**src/rtl/rounded_euclidean_distance_macros.svh**
```systemverilog
// ----------------------------------------------------------------------------
// Rounded Euclidean distance assertion macros
// Shared concurrent assertion forms, clocked and disabled during reset.
// ----------------------------------------------------------------------------
`ifndef ROUNDED_EUCLIDEAN_DISTANCE_MACROS_SVH
`define ROUNDED_EUCLIDEAN_DISTANCE_MACROS_SVH

// Check that cons holds whenever ante holds, outside reset.
`define RED_ASSERT_IMPL(lbl, clk, rst_n, ante, cons) \
  lbl: assert property (@(posedge clk) disable iff (!rst_n) (ante) |-> (cons)) \
    else $error("red assertion failed");

// Check that cond holds at every edge outside reset.
`define RED_ASSERT_ALWAYS(lbl, clk, rst_n, cond) \
  lbl: assert property (@(posedge clk) disable iff (!rst_n) (cond)) \
    else $error("red assertion failed");

`endif

```
**src/rtl/red_pkg.sv**
```systemverilog
// ----------------------------------------------------------------------------
// red_pkg
// Shared constants of the rounded Euclidean distance block.
// ----------------------------------------------------------------------------
package red_pkg;

  // Default coordinate width
  localparam int unsigned COORD_BITS_DEF = 16;

  // Width of the distance result
  localparam int unsigned DIST_BITS = 17;

endpackage

```
**src/rtl/rounded_euclidean_distance.sv**
```systemverilog
// Pipeline of COORD_BITS+5 register stages (21 at COORD_BITS = 16): three front-end
// stages, one root cell per root bit and one rounding stage. Throughput: one request
// per cycle; busy_o stays low.
// The root chain of COORD_BITS+1 cells, one root bit each, sets the latency.
// Reset clears every valid bit at once; requests in flight are dropped.
// ----------------------------------------------------------------------------
// rounded_euclidean_distance
// Rounded Euclidean distance of two points with unsigned coordinates,
// pipelined through a chain of square-root cells.
// ----------------------------------------------------------------------------
module rounded_euclidean_distance #(
  parameter int unsigned COORD_BITS = red_pkg::COORD_BITS_DEF
) (
  input  logic                           clk_i,
  input  logic                           rst_ni,
  input  logic                           start_i,
  output logic                           busy_o,
  input  logic [COORD_BITS-1:0]          first_x_i,
  input  logic [COORD_BITS-1:0]          first_y_i,
  input  logic [COORD_BITS-1:0]          second_x_i,
  input  logic [COORD_BITS-1:0]          second_y_i,
  output logic                           done_o,
  output logic [red_pkg::DIST_BITS-1:0]  distance_o
);
  import red_pkg::*;

  localparam int unsigned RootBits = COORD_BITS + 1;
  localparam int unsigned RadBits  = 2 * RootBits;

  logic                  sum_valid;
  logic [2*COORD_BITS:0] sum;
  logic                  valid_c [RootBits+1];
  logic [RadBits-1:0]    rad_c   [RootBits+1];
  logic [RootBits-1:0]   root_c  [RootBits+1];
  logic [RootBits:0]     rem_c   [RootBits+1];

  // The pipeline never stalls
  assign busy_o = 1'b0;

  // Differences, squares and sum of squares
  red_diff_sq #(
    .COORD_BITS (COORD_BITS)
  ) u_diff_sq (
    .clk_i      (clk_i),
    .rst_ni     (rst_ni),
    .valid_i    (start_i),
    .first_x_i  (first_x_i),
    .first_y_i  (first_y_i),
    .second_x_i (second_x_i),
    .second_y_i (second_y_i),
    .valid_o    (sum_valid),
    .sum_o      (sum)
  );

  // Seed the root chain
  assign valid_c[0] = sum_valid;
  assign rad_c[0]   = {1'b0, sum};
  assign root_c[0]  = '0;
  assign rem_c[0]   = '0;

  // One cell per root bit, most significant first
  for (genvar k = 0; k < RootBits; k++) begin : g_cell
    red_root_cell #(
      .ROOT_BITS (RootBits),
      .STEP      (k)
    ) u_cell (
      .clk_i   (clk_i),
      .rst_ni  (rst_ni),
      .valid_i (valid_c[k]),
      .rad_i   (rad_c[k]),
      .root_i  (root_c[k]),
      .rem_i   (rem_c[k]),
      .valid_o (valid_c[k+1]),
      .rad_o   (rad_c[k+1]),
      .root_o  (root_c[k+1]),
      .rem_o   (rem_c[k+1])
    );
  end

  // Round to nearest and register the result
  red_round #(
    .ROOT_BITS (RootBits)
  ) u_round (
    .clk_i      (clk_i),
    .rst_ni     (rst_ni),
    .valid_i    (valid_c[RootBits]),
    .root_i     (root_c[RootBits]),
    .rem_i      (rem_c[RootBits]),
    .done_o     (done_o),
    .distance_o (distance_o)
  );

endmodule

```
**src/rtl/red_diff_sq.sv**
```systemverilog
// ----------------------------------------------------------------------------
// red_diff_sq
// Front end: absolute coordinate differences, squares and their sum,
// one register stage each.
// ----------------------------------------------------------------------------
`include "rounded_euclidean_distance_macros.svh"

module red_diff_sq #(
  parameter int unsigned COORD_BITS = red_pkg::COORD_BITS_DEF
) (
  input  logic                    clk_i,
  input  logic                    rst_ni,
  input  logic                    valid_i,
  input  logic [COORD_BITS-1:0]   first_x_i,
  input  logic [COORD_BITS-1:0]   first_y_i,
  input  logic [COORD_BITS-1:0]   second_x_i,
  input  logic [COORD_BITS-1:0]   second_y_i,
  output logic                    valid_o,
  output logic [2*COORD_BITS:0]   sum_o
);
  import red_pkg::*;

  localparam int unsigned SqBits  = 2 * COORD_BITS;
  localparam int unsigned SumBits = SqBits + 1;

  logic                  v1_q, v2_q, v3_q;
  logic [COORD_BITS-1:0] dx_d, dy_d, dx_q, dy_q;
  logic [SqBits-1:0]     sqx_q, sqy_q;
  logic [SumBits-1:0]    sum_q;

  // Form absolute differences
  always_comb begin
    dx_d = (first_x_i >= second_x_i) ? (first_x_i - second_x_i) : (second_x_i - first_x_i);
    dy_d = (first_y_i >= second_y_i) ? (first_y_i - second_y_i) : (second_y_i - first_y_i);
  end

  // Advance the valid bits
  always_ff @(posedge clk_i or negedge rst_ni) begin
    if (!rst_ni) begin
      v1_q <= 1'b0;
      v2_q <= 1'b0;
      v3_q <= 1'b0;
    end else begin
      v1_q <= valid_i;
      v2_q <= v1_q;
      v3_q <= v2_q;
    end
  end

  // Hold differences, squares and sum
  always_ff @(posedge clk_i) begin
    dx_q  <= dx_d;
    dy_q  <= dy_d;
    sqx_q <= SqBits'(dx_q) * SqBits'(dx_q);
    sqy_q <= SqBits'(dy_q) * SqBits'(dy_q);
    sum_q <= SumBits'(sqx_q) + SumBits'(sqy_q);
  end

  assign valid_o = v3_q;
  assign sum_o   = sum_q;

  // A square is 0 or 1 modulo 4, and keeps the parity of its root
  `RED_ASSERT_IMPL(a_sq_mod4, clk_i, rst_ni, v2_q, (sqx_q[1] == 1'b0) && (sqy_q[1] == 1'b0))
  `RED_ASSERT_IMPL(a_sq_parity, clk_i, rst_ni, v2_q, (sqx_q[0] == $past(dx_q[0])) && (sqy_q[0] == $past(dy_q[0])))

endmodule

```
**src/rtl/red_root_cell.sv**
```systemverilog
// ----------------------------------------------------------------------------
// red_root_cell
// One digit step of the restoring square root: takes the next bit pair of
// the radicand, settles one root bit and hands on to the next cell.
// ----------------------------------------------------------------------------
`include "rounded_euclidean_distance_macros.svh"

module red_root_cell #(
  parameter int unsigned ROOT_BITS = red_pkg::COORD_BITS_DEF + 1,
  parameter int unsigned STEP      = 0
) (
  input  logic                     clk_i,
  input  logic                     rst_ni,
  input  logic                     valid_i,
  input  logic [2*ROOT_BITS-1:0]   rad_i,
  input  logic [ROOT_BITS-1:0]     root_i,
  input  logic [ROOT_BITS:0]       rem_i,
  output logic                     valid_o,
  output logic [2*ROOT_BITS-1:0]   rad_o,
  output logic [ROOT_BITS-1:0]     root_o,
  output logic [ROOT_BITS:0]       rem_o
);
  import red_pkg::*;

  localparam int unsigned RadBits = 2 * ROOT_BITS;
  localparam int unsigned WorkBits = ROOT_BITS + 2;

  logic                 valid_q;
  logic [RadBits-1:0]   rad_d, rad_q;
  logic [ROOT_BITS-1:0] root_d, root_q;
  logic [ROOT_BITS:0]   rem_d, rem_q;
  logic [WorkBits-1:0]  rem_sh, trial, diff;
  logic                 fit;

  // Bring down the next bit pair and try the root bit
  always_comb begin
    rem_sh = {rem_i[ROOT_BITS-1:0], rad_i[RadBits-1 -: 2]};
    trial  = {root_i, 2'b01};
    fit    = (rem_sh >= trial);
    diff   = rem_sh - trial;
    rem_d  = fit ? diff[ROOT_BITS:0] : rem_sh[ROOT_BITS:0];
    root_d = {root_i[ROOT_BITS-2:0], fit};
    rad_d  = {rad_i[RadBits-3:0], 2'b00};
  end

  // Advance the valid bit
  always_ff @(posedge clk_i or negedge rst_ni) begin
    if (!rst_ni) begin
      valid_q <= 1'b0;
    end else begin
      valid_q <= valid_i;
    end
  end

  // Hold the partial root state
  always_ff @(posedge clk_i) begin
    rad_q  <= rad_d;
    root_q <= root_d;
    rem_q  <= rem_d;
  end

  assign valid_o = valid_q;
  assign rad_o   = rad_q;
  assign root_o  = root_q;
  assign rem_o   = rem_q;

  // Remainder never exceeds twice the partial root
  `RED_ASSERT_ALWAYS(a_rem_bound, clk_i, rst_ni, !valid_q || ({1'b0, rem_q} <= {1'b0, root_q, 1'b0}))
  // After this step the partial root has at most STEP+1 bits
  `RED_ASSERT_IMPL(a_root_width, clk_i, rst_ni, valid_q, (root_q >> (STEP + 1)) == '0)

endmodule

```
**src/rtl/red_round.sv**
```systemverilog
// ----------------------------------------------------------------------------
// red_round
// Final stage: rounds the floor root up when the remainder exceeds it.
// ----------------------------------------------------------------------------
module red_round #(
  parameter int unsigned ROOT_BITS = red_pkg::COORD_BITS_DEF + 1
) (
  input  logic                           clk_i,
  input  logic                           rst_ni,
  input  logic                           valid_i,
  input  logic [ROOT_BITS-1:0]           root_i,
  input  logic [ROOT_BITS:0]             rem_i,
  output logic                           done_o,
  output logic [red_pkg::DIST_BITS-1:0]  distance_o
);
  import red_pkg::*;

  localparam int unsigned RndBits = (ROOT_BITS + 1 > DIST_BITS) ? ROOT_BITS + 1 : DIST_BITS;

  logic                 done_q;
  logic [RndBits-1:0]   rnd;
  logic [DIST_BITS-1:0] dist_q;

  // Round up when s - f*f > f
  always_comb begin
    rnd = RndBits'(root_i) + RndBits'(rem_i > {1'b0, root_i});
  end

  // Advance the strobe
  always_ff @(posedge clk_i or negedge rst_ni) begin
    if (!rst_ni) begin
      done_q <= 1'b0;
    end else begin
      done_q <= valid_i;
    end
  end

  // Hold the result
  always_ff @(posedge clk_i) begin
    dist_q <= rnd[DIST_BITS-1:0];
  end

  assign done_o     = done_q;
  assign distance_o = dist_q;

endmodule
```
**config.mk**
```make
export PLATFORM = sky130hd
export DESIGN_NAME = rounded_euclidean_distance
export DESIGN_NICKNAME = d
export VERILOG_FILES = /design/src/rtl/red_pkg.sv /design/src/rtl/rounded_euclidean_distance.sv /design/src/rtl/red_diff_sq.sv /design/src/rtl/red_root_cell.sv /design/src/rtl/red_round.sv
export VERILOG_INCLUDE_DIRS = /design/src /design/src/rtl
export SDC_FILE = /design/constraint.sdc
export NUM_CORES = 2
export LEC_CHECK = 0
export ABC_AREA = 1
export BUFFER_PORTS_ARGS = -buffer_cell sky130_fd_sc_hd__buf_4
export CAP_MARGIN = 20
export CORE_MARGIN = 3
export CORE_UTILIZATION = 60
export CTS_CLUSTER_DIAMETER = 50
export DETAILED_ROUTE_END_ITERATION = 12
export GPL_ROUTABILITY_DRIVEN = 0
export GPL_TIMING_DRIVEN = 0
export PLACE_DENSITY_LB_ADDON = 0.3
export SLEW_MARGIN = 20
export SYNTH_ARGS = -nofsm -noshare
export SYNTH_HDL_FRONTEND = slang
export SYNTH_SLANG_ARGS = --single-unit
```
**constraint.sdc**
```tcl
create_clock -name clk_i -period 6.9 [get_ports clk_i]
set_input_delay 0.69 -clock clk_i [delete_from_list [all_inputs] [get_ports clk_i]]
set_output_delay 0.69 -clock clk_i [all_outputs]
set_load 0.03 [all_outputs]
```
==> metrics.log <==
[metrics] number of slew-limit violations in the final report: 0
[metrics] Ports: 86
[metrics] number of fill cells in the layout: 7,379
[metrics] antenna violations before repair: 2
[metrics] hold crit path type: in -> reg
[metrics] Crit path largest cell delay: 0.60 ns
[metrics] pin count of the biggest net entering global routing: 22
[metrics] antenna viol nets, final: 0
[metrics] via count of the first global-routing pass: 44,100
[metrics] number of H-tree levels: 3
[metrics] CP max stage cell: sky130_fd_sc_hd__clkbuf_1
[metrics] Clock Skew: ~0.031 ns
[metrics] Avg WL per Cell: 14.1 um
[metrics] DRC violations left: 0
[metrics] number of cells upsized or downsized after cts: 0
[metrics] share of layout cells above drive strength 1: 4.86%
[metrics] Max Clk Rate: between 150 and 200 MHz
[metrics] status: completed
[metrics] origin of the worst min-delay path: start_i
[metrics] highest net fanout along the worst path: 10
[metrics] final setup violating endpoints: 0
[metrics] capturing element type of the critical path: flop
[metrics] arrival time at the worst endpoint: a little over 7 ns
[metrics] x dimension of the die: approximately 310 um
[metrics] effective utilization at floorplan: about three fifths
[metrics] post-synthesis cell count: 7,232
[metrics] Worst-Margin Slew: 0.734 ns
[metrics] minimum period implied by the final worst setup slack: between 6 and 7 ns
[metrics] crit-path cells: clkbuf_1 -> clkbuf_1 -> nand2_1 -> fa_1 -> fa_1 -> inv_1 -> fa_1 -> fa_1 -> fa_1 -> inv_1 -> fa_1 -> inv_1 -> ha_1 -> nand2_1 -> nor2_1 -> nand3_1 -> nand3_1 -> nand2_1 -> nand3b_1 -> nand2_1
[metrics] Fin Hold WS: around 0.14 ns
[metrics] Setup WS post-layout: between 0.3 and 0.4 ns
[metrics] Post-DP HPWL: 97,800 um
[metrics] total track usage: a little over a quarter
[metrics] clock insertion delay at the later pin of the skew report: about 0.66 ns
[metrics] startpoint of the most critical register-to-register path: u_diff_sq.dy_q[4]
[metrics] average vias per placed instance: slightly above 5
[metrics] most common cell after layout, fill and taps aside: sky130_fd_sc_hd__nand2_1
[metrics] count of vias placed by the detailed router: roughly 45,000
[metrics] synthesis warning total: 0
[metrics] area of the die: between 90,000 and 100,000 um^2
[metrics] total negative setup slack: 0 ns
[metrics] final period utilization: a little over nine tenths
[metrics] standard-cell row count: ~110
[metrics] Worst EP required: 7.46 ns
[metrics] leftover overflow at the end of global routing: 0
[metrics] total detailed-routing wirelength: 122,000 um
[metrics] Syn-to-layout area delta: 10.5%
[metrics] overall die height: 306 um
[metrics] Post-CTS Setup Bufs: 0
[metrics] area of the core region: approximately 89,000 um^2
[metrics] first drt pass iteration count: 8
[metrics] RSZ-0062 raised after global routing: false
[metrics] Synth Cell Area: roughly 54,000 um^2
[metrics] net count reported at finish: approximately 8,300
[metrics] TritonCTS Buffers: roughly 100
[metrics] first-pass GRT wire length: just over 200,000 um
[metrics] worst setup path startpoint: u_diff_sq.dy_q[4]
[metrics] number of buffers between clock root and the deepest sink: 3
[metrics] sequential-to-total area share from yosys stat: between 30% and 40%
[metrics] number of hold violations in the final report: 0
[metrics] clock transition at the registers of the reported paths: 0.06 ns
[metrics] library cell appearing most often on the critical path: sky130_fd_sc_hd__fa_1
[metrics] Syn Area/Cell: approximately 7.5 um^2
[metrics] worst slew slack as a fraction of its limit: 50.5%
[metrics] Detailed Route Iter0 Violations: between 3,000 and 4,000
[metrics] launching element type of the critical path: flop
[metrics] classification of the worst setup path: reg -> reg
[metrics] number of sinks handled by clock tree synthesis: between 800 and 900
[metrics] TritonCTS clock tree: yes
[metrics] Port Buffer Count: between 80 and 90
[metrics] worst setup slack after placement: about 0.46 ns
[metrics] CTS Hold Bufs: 1
[metrics] commonest non-fill, non-tap cells in the layout: 2,096 x sky130_fd_sc_hd__nand2_1, 1,488 x sky130_fd_sc_hd__inv_1, 836 x sky130_fd_sc_hd__dfxtp_1, 486 x sky130_fd_sc_hd__ha_1, 420 x sky130_fd_sc_hd__nand3_1
[metrics] Root Buffer: sky130_fd_sc_hd__clkbuf_16
[metrics] number of register bits inferred by synthesis: about 860
[metrics] number of distinct standard cells referenced by the synthesized netlist: 48
[metrics] number of max-cap violations: 0
worst max-delay path, delay by kind of cell, from the launching register on:
kind	cells	cell delay [ns]
flops	1	0.42
simple gates	8	1.26
buf+inv	5	1.24
fa+ha+maj	7	3.53
layer usage:
metal  up-vias  global-route usage (%)  wire length [um]
li1      22400                       -                 -
met1     20700                    31.8             49800
met2      1571                    46.7             60300
met3       357                    3.12              7670
met4         0                    10.5              4750
met5         -                       0                 0
flip-flops by register name (all words and copies together), names as in the netlist:
name	cells
u_diff_sq.dx_q	16
u_diff_sq.v2_q	1
g_cell.u_cell.rad_o	272
g_cell.u_cell.root_o	153
g_cell.u_cell.valid_o	17
u_round.done_o	1
u_round.distance_o	17
u_diff_sq.valid_o	1
u_diff_sq.sqx_q	31
u_diff_sq.sum_o	33
g_cell.u_cell.rem_o	267
u_diff_sq.dy_q	16
u_diff_sq.sqy_q	31
u_diff_sq.v1_q	1
synth_stat cells (all sizes together):
cell    number  share of area (%)
inv       1491                 10
xor2       163                2.6
dfrtp       21               0.97
ha         486                 11
o21bai      25               0.35
nand3      422                3.9
o21a         2              0.028
o211ai       1              0.014
nand2     2108                 15
xnor2       47               0.76
a21o        11               0.15
a21boi       8               0.11
nand4       64               0.74
mux2         2              0.042
o21ai      204                1.9
a31o         2              0.032
nor4        12               0.14
buf         39               0.49
and3         2              0.023
or2         16               0.19
a21oi      306                2.8
conb         1             0.0069
nand3b      37               0.51
clkbuf      78               0.57
nor3        68               0.68
a31oi        2              0.046
and2        13               0.15
dfxtp      836                 31
nor2       430                3.1
nor3b        2              0.028
clkinv       1             0.0069
fa         332                 12
layout make-up:
type / count / area [um^2] / share of cell area (%)
Antenna cell: 2 / 5.00 / 0.00837
Clock buffer: 126 / 2760 / 4.62
Timing Repair Buffer: 85 / 641 / 1.07
Clock inverter: 59 / 835 / 1.40
Buffer: 117 / 576 / 0.963
Inverter: 1492 / 5600 / 9.37
Sequential cell: 857 / 17300 / 28.9
Tap cell: 1165 / 1460 / 2.44
Multi-Input combinational cell: 4767 / 30700 / 51.3
cell families (layout without fill, tap and decap cells):
family | after synthesis | after routing | share of synthesized area, %
and+or+nand+nor | 3174 | 3174 | 24.2
other | 1 | 4 | 0.00693
xor gates and xnor gates | 210 | 210 | 3.40
DFF | 857 | 857 | 31.9
buffers and inverters | 1609 | 1879 | 11.4
muxes | 2 | 2 | 0.0416
AOI/OAI and AO/OA | 561 | 561 | 5.47
adders and majority gates | 818 | 818 | 23.5
metrics by stage:
stage / cells / utilization [%] / instance area (um^2)
floorplan: 7233 / - / 54100
global placement: 8482 / 63.2 / 56200
detailed placement: 8482 / 63.2 / 56200
CTS: 8668 / 67.2 / 59800
global route: 8668 / 67.2 / 59800
finish: 8670 / 67.2 / 59800
final timing paths:
path	endpoint	cells past startpoint	slack (ns)
setup reg to reg	u_diff_sq.sqy_q[31]	20	0.35
max in group asynchronous	g_cell[11].u_cell.valid_o	2	6.24
hold reg to reg	g_cell[0].u_cell.rad_o[9]	0	0.31
setup / recovery	u_diff_sq.sqy_q[31]	20	0.35
hold / removal	u_diff_sq.v1_q	1	0.14
min in group asynchronous	g_cell[5].u_cell.valid_o	2	0.45
Power is not shown: default switching activity piles up to over one toggle a cycle in this logic, so the estimate is an artifact.
